--- src/scbm_pkg.sv ---
package scbm_pkg;

  typedef struct packed {
    logic signed [23:0] sample_in;
    logic               channel_in;
    logic               block_end;
  } item_t;

  typedef struct packed {
    logic               result_kind;
    logic signed [23:0] sample_out;
    logic               channel_out;
    logic [57:0]        energy_left;
    logic [57:0]        energy_right;
    logic [23:0]        peak_left;
    logic [23:0]        peak_right;
    logic [12:0]        frame_count;
    logic               clip_flag;
    logic               run_last;
  } result_t;

  typedef struct packed {
    logic [23:0]        drive_gain;
    logic [16:0]        makeup_gain;
    logic signed [31:0] coef_b0;
    logic signed [31:0] coef_b1;
    logic signed [31:0] coef_b2;
    logic signed [31:0] coef_a1;
    logic signed [31:0] coef_a2;
  } cfg_t;

  localparam int CFG_IDX_W = 3;
  localparam logic [CFG_IDX_W-1:0] REG_DRIVE  = 3'd0;
  localparam logic [CFG_IDX_W-1:0] REG_MAKEUP = 3'd1;
  localparam logic [CFG_IDX_W-1:0] REG_B0     = 3'd2;
  localparam logic [CFG_IDX_W-1:0] REG_B1     = 3'd3;
  localparam logic [CFG_IDX_W-1:0] REG_B2     = 3'd4;
  localparam logic [CFG_IDX_W-1:0] REG_A1     = 3'd5;
  localparam logic [CFG_IDX_W-1:0] REG_A2     = 3'd6;

  localparam logic [23:0]        DRIVE_RST  = 24'd65536;
  localparam logic [16:0]        MAKEUP_RST = 17'd65536;
  localparam logic signed [31:0] B0_RST     = 32'sd1073741824;

  localparam logic [12:0]        FRAME_CAP  = 13'd4096;
  localparam logic [23:0]        DRIVE_14DB = 24'd328458;
  localparam logic [23:0]        PEAK_098   = 24'd8220835;
  localparam logic [13:0]        CUBIC_K    = 14'd9830;
  localparam logic signed [47:0] SHAPE_LIM  = 48'sd35184372088832;

  // multiplier operand pairs
  localparam logic [3:0] MUL_NONE = 4'd0;
  localparam logic [3:0] MUL_XD   = 4'd1;
  localparam logic [3:0] MUL_MM   = 4'd2;
  localparam logic [3:0] MUL_SQH  = 4'd3;
  localparam logic [3:0] MUL_SQL  = 4'd4;
  localparam logic [3:0] MUL_CL   = 4'd5;
  localparam logic [3:0] MUL_CH   = 4'd6;
  localparam logic [3:0] MUL_SL   = 4'd7;
  localparam logic [3:0] MUL_SH   = 4'd8;
  localparam logic [3:0] MUL_B0   = 4'd9;
  localparam logic [3:0] MUL_B1   = 4'd10;
  localparam logic [3:0] MUL_B2   = 4'd11;
  localparam logic [3:0] MUL_A1   = 4'd12;
  localparam logic [3:0] MUL_A2   = 4'd13;
  localparam logic [3:0] MUL_YY   = 4'd14;

  localparam logic [1:0] ACC_HOLD = 2'd0;
  localparam logic [1:0] ACC_LOAD = 2'd1;
  localparam logic [1:0] ACC_ADD  = 2'd2;
  localparam logic [1:0] ACC_SUB  = 2'd3;

  localparam logic [1:0] SH_0  = 2'd0;
  localparam logic [1:0] SH_20 = 2'd1;
  localparam logic [1:0] SH_24 = 2'd2;

  localparam logic [2:0] CAP_NONE = 3'd0;
  localparam logic [2:0] CAP_U    = 3'd1;
  localparam logic [2:0] CAP_SQ   = 3'd2;
  localparam logic [2:0] CAP_C    = 3'd3;
  localparam logic [2:0] CAP_S    = 3'd4;
  localparam logic [2:0] CAP_F    = 3'd5;
  localparam logic [2:0] CAP_Y    = 3'd6;
  localparam logic [2:0] CAP_E    = 3'd7;

  localparam logic [1:0] OUT_NONE   = 2'd0;
  localparam logic [1:0] OUT_SAMPLE = 2'd1;
  localparam logic [1:0] OUT_TELE   = 2'd2;

  localparam logic [1:0] JMP_NEXT   = 2'd0;
  localparam logic [1:0] JMP_ACCEPT = 2'd1;
  localparam logic [1:0] JMP_EMIT   = 2'd2;
  localparam logic [1:0] JMP_DONE   = 2'd3;

  typedef struct packed {
    logic [3:0] mul;
    logic [1:0] acc;
    logic [1:0] shift;
    logic [2:0] cap;
    logic [1:0] out;
  } ctl_t;

  typedef struct packed {
    ctl_t       ctl;
    logic [1:0] jmp;
  } uword_t;

  function automatic logic signed [23:0] sat24(input logic signed [55:0] v);
    logic signed [23:0] r;
    if (v > 56'sd8388607) begin
      r = 24'sd8388607;
    end else if (v < -56'sd8388608) begin
      r = -24'sd8388608;
    end else begin
      r = v[23:0];
    end
    return r;
  endfunction

endpackage

--- src/scbm_seq.sv ---
module scbm_seq import scbm_pkg::*; (
  input  logic clk,
  input  logic rst,
  input  logic start,
  input  logic out_free,
  input  logic last,
  output logic busy,
  output ctl_t ctl
);

  localparam int SW = 5;

  logic [SW-1:0] step, step_next;
  uword_t        uw;

  function automatic uword_t mk(input logic [3:0] mul, input logic [1:0] acc,
                                input logic [1:0] sh, input logic [2:0] cap,
                                input logic [1:0] out, input logic [1:0] jmp);
    uword_t w;
    w.ctl.mul   = mul;
    w.ctl.acc   = acc;
    w.ctl.shift = sh;
    w.ctl.cap   = cap;
    w.ctl.out   = out;
    w.jmp       = jmp;
    return w;
  endfunction

  // product lands in preg in the step after its MUL, acc in the step after that
  function automatic uword_t urom(input logic [SW-1:0] a);
    uword_t w;
    case (a)
      5'd0:  w = mk(MUL_NONE, ACC_HOLD, SH_0,  CAP_NONE, OUT_NONE,   JMP_ACCEPT);
      5'd1:  w = mk(MUL_XD,   ACC_HOLD, SH_0,  CAP_NONE, OUT_NONE,   JMP_NEXT);
      5'd2:  w = mk(MUL_NONE, ACC_HOLD, SH_0,  CAP_U,    OUT_NONE,   JMP_NEXT);
      5'd3:  w = mk(MUL_MM,   ACC_HOLD, SH_0,  CAP_NONE, OUT_NONE,   JMP_NEXT);
      5'd4:  w = mk(MUL_NONE, ACC_HOLD, SH_0,  CAP_SQ,   OUT_NONE,   JMP_NEXT);
      5'd5:  w = mk(MUL_SQH,  ACC_HOLD, SH_0,  CAP_NONE, OUT_NONE,   JMP_NEXT);
      5'd6:  w = mk(MUL_SQL,  ACC_LOAD, SH_20, CAP_NONE, OUT_NONE,   JMP_NEXT);
      5'd7:  w = mk(MUL_NONE, ACC_ADD,  SH_0,  CAP_NONE, OUT_NONE,   JMP_NEXT);
      5'd8:  w = mk(MUL_NONE, ACC_HOLD, SH_0,  CAP_C,    OUT_NONE,   JMP_NEXT);
      5'd9:  w = mk(MUL_CL,   ACC_HOLD, SH_0,  CAP_NONE, OUT_NONE,   JMP_NEXT);
      5'd10: w = mk(MUL_CH,   ACC_LOAD, SH_0,  CAP_NONE, OUT_NONE,   JMP_NEXT);
      5'd11: w = mk(MUL_NONE, ACC_ADD,  SH_24, CAP_NONE, OUT_NONE,   JMP_NEXT);
      5'd12: w = mk(MUL_NONE, ACC_HOLD, SH_0,  CAP_S,    OUT_NONE,   JMP_NEXT);
      5'd13: w = mk(MUL_SL,   ACC_HOLD, SH_0,  CAP_NONE, OUT_NONE,   JMP_NEXT);
      5'd14: w = mk(MUL_SH,   ACC_LOAD, SH_0,  CAP_NONE, OUT_NONE,   JMP_NEXT);
      5'd15: w = mk(MUL_NONE, ACC_ADD,  SH_24, CAP_NONE, OUT_NONE,   JMP_NEXT);
      5'd16: w = mk(MUL_B1,   ACC_HOLD, SH_0,  CAP_F,    OUT_NONE,   JMP_NEXT);
      5'd17: w = mk(MUL_B2,   ACC_LOAD, SH_0,  CAP_NONE, OUT_NONE,   JMP_NEXT);
      5'd18: w = mk(MUL_A1,   ACC_ADD,  SH_0,  CAP_NONE, OUT_NONE,   JMP_NEXT);
      5'd19: w = mk(MUL_A2,   ACC_SUB,  SH_0,  CAP_NONE, OUT_NONE,   JMP_NEXT);
      5'd20: w = mk(MUL_B0,   ACC_SUB,  SH_0,  CAP_NONE, OUT_NONE,   JMP_NEXT);
      5'd21: w = mk(MUL_NONE, ACC_ADD,  SH_0,  CAP_NONE, OUT_NONE,   JMP_NEXT);
      5'd22: w = mk(MUL_NONE, ACC_HOLD, SH_0,  CAP_Y,    OUT_NONE,   JMP_NEXT);
      5'd23: w = mk(MUL_YY,   ACC_HOLD, SH_0,  CAP_NONE, OUT_NONE,   JMP_NEXT);
      5'd24: w = mk(MUL_NONE, ACC_HOLD, SH_0,  CAP_E,    OUT_NONE,   JMP_NEXT);
      5'd25: w = mk(MUL_NONE, ACC_HOLD, SH_0,  CAP_NONE, OUT_SAMPLE, JMP_EMIT);
      5'd26: w = mk(MUL_NONE, ACC_HOLD, SH_0,  CAP_NONE, OUT_TELE,   JMP_DONE);
      default: w = mk(MUL_NONE, ACC_HOLD, SH_0, CAP_NONE, OUT_NONE,  JMP_DONE);
    endcase
    return w;
  endfunction

  assign uw   = urom(step);
  assign busy = (step != '0);

  always_comb begin
    ctl = uw.ctl;
    if (!out_free) begin
      ctl.out = OUT_NONE;
    end
  end

  always_comb begin
    unique case (uw.jmp)
      JMP_NEXT:   step_next = step + 5'd1;
      JMP_ACCEPT: step_next = start ? step + 5'd1 : step;
      JMP_EMIT:   step_next = !out_free ? step : (last ? step + 5'd1 : '0);
      JMP_DONE:   step_next = !out_free ? step : '0;
      default:    step_next = '0;
    endcase
  end

  always_ff @(posedge clk) begin
    if (rst) begin
      step <= '0;
    end else begin
      step <= step_next;
    end
  end

endmodule

--- config.mk ---
export PLATFORM = sky130hd
export DESIGN_NAME = scbm_seq
export DESIGN_NICKNAME = d
export VERILOG_FILES = /design/src/scbm_pkg.sv /design/src/scbm_seq.sv
export SDC_FILE = /design/constraint.sdc
export NUM_CORES = 1
export LEC_CHECK = 0
export BUFFER_PORTS_ARGS = -buffer_cell sky130_fd_sc_hd__buf_2
export CORE_MARGIN = 10
export CORE_UTILIZATION = 50
export CTS_BUF_LIST = sky130_fd_sc_hd__clkbuf_4
export CTS_CLUSTER_DIAMETER = 100
export CTS_CLUSTER_SIZE = 40
export DETAILED_ROUTE_END_ITERATION = 10
export GPL_ROUTABILITY_DRIVEN = 1
export PLACE_DENSITY = 0.75
export SYNTH_ARGS = -nofsm -noshare
export SYNTH_HDL_FRONTEND = slang
export SYNTH_SLANG_ARGS = --single-unit
--- constraint.sdc ---
create_clock -name clk -period 2.3 [get_ports clk]
set_input_delay 0.115 -clock clk [delete_from_list [all_inputs] [get_ports clk]]
set_output_delay 0.115 -clock clk [all_outputs]
set_load 0.01 [all_outputs]
==> summary.txt, run 1 <==
Run status
  • Status: finished clean

CTS
  • CTS H-Tree Depth: 1
  • Clock buffer depth: 2
  • CTS Buf Count: 3
  • Root Buffer Master: clkbuf_4
  • Clk_lat worst skew: 0.32 ns
  • Clock slew at reported path FFs: 0.12 ns
  • CTS tree: built
  • CTS Hold Bufs: 0
  • # clock sinks: 20

Synthesis
  • Mapped Avg Cell Area: 8.535 um^2
  • Syn_nets: 170
  • Synth Instances: 157
  • Top_reg_cell synth: dfxtp_1
  • Most frequent cell after synthesis: dfxtp_1
  • Synthesized flop and latch total: 20
  • Sequential cell area fraction in the yosys report: 29.88%
  • Mapped Area: 0.001340 mm^2
  • Top cells by count, synth: 20 x dfxtp_1, 16 x inv_1, 12 x buf_4, 9 x o21ai_0
  • Synth warnings: 0
  • Number of flops mapped to enable cells by yosys: 0
  • Synth async-reset ratio: 0%
  • Area leader, netlist: dfxtp_1
  • Synth area leaders: dfxtp_1 30%, ha_1 7.5%, buf_4 6.7%
  • Synth unique cells: 43
  • Yosys top cell area share: 29.88%

Timing
  • Period minus WS final: 2.155 ns
  • Unrepaired setup endpoints after global routing: false
  • Clock Skew: 0.007364 ns
  • Period utilisation layout: 93.68%
  • Hold Vio Cnt, Final: 0
  • Final Max Slew Viols: 0
  • Max Clock Freq: 464.1 MHz
  • Final setup viols: 0
  • Setup_tns: 0 ns
  • Max-slew headroom: 45.55%
  • Worst slew pin tran: 0.8142 ns

Global routing
  • Initial antenna violation count: 0
  • Largest net degree at the start of global routing: 13
  • Vias in the first global route: 1,226
  • Overall routing resource usage: 14.65%
  • Wire length of the first global-routing pass: 6120 um
  • Total congestion overflow: 0

Final layout
  • Area occupied by multi-input gates: 819.5 um^2
  • Fillcell total: 215
  • Ratio of cells with drive above 1 in the final layout: 30.85%
  • N_diodes: 0
  • Register area: 405.4 um^2
  • Final nets: 202
  • Finished Core Util: 64.63%
  • Layout area overhead: 21.66%

Hold path
  • Worst Hold Depth: 4
  • Hold WC Path Type: input port to flop

Pwr
  • Switching Fraction: 31.81%
  • Clock Power Share: 28.7%
  • Peak VDD IR: 0.0004310 V
  • Flop pwr share: 37.7%
  • P_leak: 0.0007309 uW
  • Internal: 713.4 uW
  • Net switching power: 332.8 uW
  • Pwr/cell area: 641.7 mW/mm^2
  • Logic pwr share: 33.6%

Routing
  • TritonRoute pass-1 iters: 4
  • Antenna viol nets, final: 0
  • Vias/cell: 6.174
  • Via count: 1,346
  • Drt total wl: 3770 um
  • DR DRC count: 0
  • Iter 0 DRT Violations: 145
  • Wire length per cell after detailed routing: 17.29 um

Worst setup path
  • CP Launch Type: flop
  • Worst path arrival time: 2.38 ns
  • Peak fanout along the critical path: 5
  • Crit. End Element: flop
  • Reg2Reg Depth: 9
  • Setup CP Type: flop to flop
  • Req. time, crit path: 2.52 ns

Floorplanning
  • Num ports: 19
  • Initial Utilization: 53.12%
  • Die height: 71.77 um
  • Core Rows: 18
  • Die W: 71.77 um
  • Core ar.: 0.002522 mm^2
  • Die ar.: 0.005151 mm^2

Place
  • Gpl congestion: 0.9037
  • Post-DP HPWL: 3007 um
  • I/O Buffers: 18

Job
  • Max Cap Viol: 0
state kept, by name, summed over array words and instances (netlist names):
name and count:
step 5, uw 15
power by group through the flow:
stage | Clock [uW] | Combinational (uW) | Sequential, uW
after detailed placement | 0 | 322 | 399
after CTS | 303 | 329 | 392
after global placement | 0 | 319 | 399
final | 300 | 351 | 394
after global routing | 318 | 388 | 397
after floorplan | 0 | 210 | 395
worst max-delay path: stages (launching register included):
cell     delay [ns]
dfxtp_1        0.39
ha_1           0.26
inv_1          0.10
nor4_1         0.44
nor2_1         0.11
nor2_1         0.16
inv_1          0.10
ha_1           0.28
mux2i_1        0.06
a21o_1         0.18
metrics by stage:
step / hold slack (ns) / total power [uW] / instances / worst slack (ns) / area (um^2)
after floorplan: 0.3133 / 604.9 / 157 / 0.02890 / 1345
after global placement: 0.5153 / 718.0 / 212 / 0.01836 / 1528
after detailed placement: 0.5150 / 720.8 / 212 / 0.003489 / 1528
after CTS: 0.2229 / 1024 / 216 / 0.003730 / 1588
after global routing: 0.2625 / 1103 / 218 / 0.01166 / 1630
final: 0.2432 / 1046 / 218 / 0.1453 / 1630
cells in the final DEF (no fill, tap or decap), types with 2 or more instances in the layout:
master	instances
and3_1	2
nor2b_1	3
a211oi_1	2
ha_1	8
nor2_1	4
inv_1	15
dfxtp_1	18
and2_1	4
a21o_1	3
o21ai_0	9
buf_4	22
o31ai_1	3
a2111oi_0	2
nand4_1	4
a31oi_1	2
a21oi_1	3
o211ai_1	4
o2111ai_1	2
nor4_1	7
nand2b_1	2
a21boi_0	2
buf_2	18
nor3_1	3
mux2i_1	3
clkbuf_4	3
nand3_1	5
nand2_1	8
or3_1	2
path summary, 6_finish.rpt:
path	startpoint	to	slack, ns
setup reg to reg	step[1]$_SDFFE_PP0N_	uw[10]$_DFF_P_	0.15
setup / recovery	step[1]$_SDFFE_PP0N_	uw[10]$_DFF_P_	0.15
hold reg to reg	step[0]$_SDFFE_PP0N_	uw[12]$_DFF_P_	0.78
hold / removal	rst	step[1]$_SDFFE_PP0N_	0.24
per-layer routing:
metal,up-vias,track usage [%],wire (um)
met3,6,3.994,286
met5,-,0,0
li1,640,-,-
met1,637,18.68,1654
met2,63,23.04,1784
met4,0,4.946,44
cell type report:
cell class	count	share of cell area, %
Clock buffer	3	1.381
Clock inverter	1	1.842
Inverter	16	3.684
Timing Repair Buffer	40	15.66
Tap cell	30	2.302
Multi-Input combinational cell	108	50.27
Sequential cell	20	24.87
timing repair:
action                                  CTS  global route
buffers inserted                          0             2
gates cloned                              0             0
resized for setup                         2             8
endpoints found under the setup margin    2            10
cell families after synthesis:
family / Yosys count / synth area share, %
adder cells (fa/ha/maj): 8 / 7.470
AND/OR/NAND/NOR: 51 / 21.66
flip-flops: 20 / 29.88
buffers and inverters: 29 / 11.58
AO/OA/AOI/OAI: 46 / 27.17
multiplexers: 3 / 2.241
Note: power is estimated with default switching activity, not from simulation.
==> inputs of run 2 (changes only) <==
--- a/config.mk
+++ b/config.mk
@@ -13,6 +13,7 @@
 export CTS_CLUSTER_SIZE = 40
 export DETAILED_ROUTE_END_ITERATION = 10
 export GPL_ROUTABILITY_DRIVEN = 1
+export GPL_TIMING_DRIVEN = 0
 export PLACE_DENSITY = 0.75
 export SYNTH_ARGS = -nofsm -noshare
 export SYNTH_HDL_FRONTEND = slang
==> run 2 against run 1 <==
Against the previous run: cell count is 2.3% lower; maximum frequency fell by 3.1%; sequential power up 1%; final area rose by 3.4%; sequential share of layout area decreased by 0.52 points; setup slack lost 0.068 ns; first-iteration DRC count is 43% lower; largest cell class unchanged.
==> summary.txt, run 2 (synthesized netlist as in run 1, its figures left out) <==
Run status
  • Status: finished clean (unchanged)

Worst setup path
  • CP cell instances: or3b_1 -> buf_4 -> a31oi_4 -> nor2_2 -> nor2_2 -> inv_1 -> ha_1 -> mux2i_1 -> a21o_1 (was ha_1 -> inv_1 -> nor4_1 -> nor2_1 -> nor2_1 -> inv_1 -> ha_1 -> mux2i_1 -> a21o_1)
  • Worst path arrival time: 2.44 ns (was 2.38 ns)
  • CP most frequent cell: nor2_2
  • Req. time, crit path: 2.52 ns (about the same)
  • CP top delay family: simple AND/OR/NAND/NOR gates (unchanged)
  • CP Launch Type: flop (unchanged)
  • CP max-delay cell: dfxtp_4 (was nor4_1)
  • Setup CP Type: flop to flop (unchanged)
  • Peak fanout along the critical path: 8 (was 5)
  • CP Buf/Inv Count: 2 (unchanged)
  • Crit. End Element: flop (unchanged)
  • Crit path largest cell delay: 0.40 ns (was 0.44 ns)

Place
  • I/O Buffers: 18 (unchanged)
  • Post-DP HPWL: 2639 um (was 3007 um)
  • Placed Cells: 205 (was 212)
  • Setup WS pre-CTS: -0.4326 ns (was 0.003489 ns)
  • Gpl congestion: 0.9448 (was 0.9037)

Final layout
  • Number of flip-flops in the largest register: 15 (unchanged)
  • Fillcell total: 228 (was 215)
  • Finished Core Util: 66.82% (was 64.63%)
  • Ratio of cells with drive above 1 in the final layout: 36.61% (was 30.85%)
  • Final nets: 197 (was 202)
  • N_diodes: 0 (unchanged)
  • Layout area overhead: 25.77% (was 21.66%)
  • Final Instance Count excl. Fillers: 213 (was 218)
  • Register area: 410.4 um^2 (was 405.4 um^2)
  • Most frequent cells in the layout: 19 x buf_2, 16 x buf_4, 16 x dfxtp_1 (was 22 x buf_4, 18 x buf_2, 18 x dfxtp_1)
  • Area occupied by multi-input gates: 935.9 um^2 (was 819.5 um^2)
  • Commonest non-fill, non-tap cell in the layout: buf_2 (was buf_4)

Timing
  • Worst setup margin: 0.07708 ns (was 0.1453 ns)
  • Period utilisation layout: 96.65% (was 93.68%)
  • Final setup viols: 0 (unchanged)
  • Unrepaired setup endpoints after global routing: true (was false)
  • Worst slew pin tran: 0.7878 ns (was 0.8142 ns)
  • Hold Vio Cnt, Final: 0 (unchanged)
  • Max-slew headroom: 47.32% (was 45.55%)
  • Final Max Slew Viols: 0 (unchanged)
  • Final hold slack: 0.2746 ns (was 0.2432 ns)
  • Period minus WS final: 2.223 ns (was 2.155 ns)
  • Setup_tns: 0 ns (unchanged)
  • Clock Skew: 0.01092 ns (was 0.007364 ns)
  • Max Clock Freq: 449.9 MHz (was 464.1 MHz)

Floorplanning
  • Die height: 71.77 um (unchanged)
  • Core Rows: 18 (unchanged)
  • Die ar.: 0.005151 mm^2 (unchanged)
  • Die W: 71.77 um (unchanged)
  • Num ports: 19 (unchanged)
  • Core ar.: 0.002522 mm^2 (unchanged)
  • Initial Utilization: 53.12% (unchanged)

Global routing
  • Vias in the first global route: 1,203 (was 1,226)
  • Overall routing resource usage: 13.63% (was 14.65%)
  • Initial antenna violation count: 0 (unchanged)
  • Total congestion overflow: 0 (unchanged)
  • Wire length of the first global-routing pass: 5761 um (was 6120 um)
  • Largest net degree at the start of global routing: 12 (was 13)

CTS
  • Root Buffer Master: clkbuf_4 (unchanged)
  • CTS H-Tree Depth: 1 (unchanged)
  • Clk_lat worst skew: 0.31 ns (was 0.32 ns)
  • CTS Buf Count: 3 (unchanged)
  • Clock slew at reported path FFs: 0.12 ns (about the same)
  • CTS tree: built (unchanged)
  • # clock sinks: 20 (unchanged)
  • Clock buffer depth: 2 (unchanged)
  • CTS Hold Bufs: 0 (unchanged)

Pwr
  • Peak VDD IR: 0.0004554 V (was 0.0004310 V)
  • Internal: 607.8 uW (was 713.4 uW)
  • P_leak: 0.0007086 uW (was 0.0007309 uW)
  • Logic pwr share: 39.6% (was 33.6%)
  • Flop pwr share: 42.1% (was 37.7%)
  • Clock Power Share: 18.3% (was 28.7%)
  • Net switching power: 341.3 uW (was 332.8 uW)
  • Switching Fraction: 35.96% (was 31.81%)
  • Pwr/cell area: 563.2 mW/mm^2 (was 641.7 mW/mm^2)

Hold path
  • Hold WC Path Type: input port to flop (unchanged)

Routing
  • Via count: 1,293 (was 1,346)
  • DR DRC count: 0 (unchanged)
  • Antenna viol nets, final: 0 (unchanged)
  • Drt total wl: 3634 um (was 3770 um)
  • Wire length per cell after detailed routing: 17.06 um (was 17.29 um)
  • TritonRoute pass-1 iters: 4 (unchanged)
  • Vias/cell: 6.070 (was 6.174)
  • Iter 0 DRT Violations: 82 (was 145)

Job
  • Max Cap Viol: 0 (unchanged)
-- run 2: worst reg2reg max path, cell delays in order, from the launching register on --
cell     delay [ns]
dfxtp_4        0.40
or3b_1         0.37
buf_4          0.19
a31oi_4        0.21
nor2_2         0.10
nor2_2         0.17
inv_1          0.12
ha_1           0.32
mux2i_1        0.07
a21o_1         0.19
-- run 2: what timing repair did --
item	CTS	global route
gates resized for setup	19	16
setup endpoints to repair	12	8
pin swaps	2	4
buffers inserted	2	2
-- run 2: metrics by stage --
stage               power, uW  cell area, um^2
floorplan               604.9             1345
global placement        688.2             1473
detailed placement      690.4             1473
CTS                     903.5             1595
global route             1007             1685
finish                  949.1             1685
-- run 2: layout make-up --
| type | count | area share, % |
|---|---|---|
| tap | 30 | 2.227 |
| clock inverter | 1 | 0.2227 |
| timing repair buffer | 22 | 7.127 |
| buffer | 13 | 5.642 |
| sequential | 20 | 24.35 |
| multi-input combinational | 108 | 55.53 |
| clock buffer | 3 | 1.336 |
| inverter | 16 | 3.563 |
-- run 2: final timing paths --
path	start	cells after the start	endpoint	slack [ns]
max	uw[1]$_SDFF_PP0_	9	uw[10]$_DFF_P_	0.08
min	rst	3	uw[14]$_DFF_P_	0.27
max reg2reg	uw[1]$_SDFF_PP0_	9	uw[10]$_DFF_P_	0.08
min reg2reg	step[0]$_SDFFE_PP0N_	3	step[0]$_SDFFE_PP0N_	0.79
-- run 2: layer usage --
layer | GRT usage [%] | vias to the layer above | wire (um)
li1 | - | 629 | -
met1 | 16.84 | 610 | 1563
met2 | 21.86 | 49 | 1729
met3 | 4.683 | 5 | 308
met4 | 3.656 | 0 | 33
met5 | 0 | - | 0
-- run 2: power by group through the flow --
| stage | logic [uW] | clock network (uW) | registers [uW] |
|---|---|---|---|
| global route | 409 | 194 | 404 |
| floorplan | 210 | 0 | 395 |
| CTS | 328 | 179 | 397 |
| global placement | 287 | 0 | 402 |
| detailed placement | 289 | 0 | 401 |
| finish | 376 | 174 | 399 |
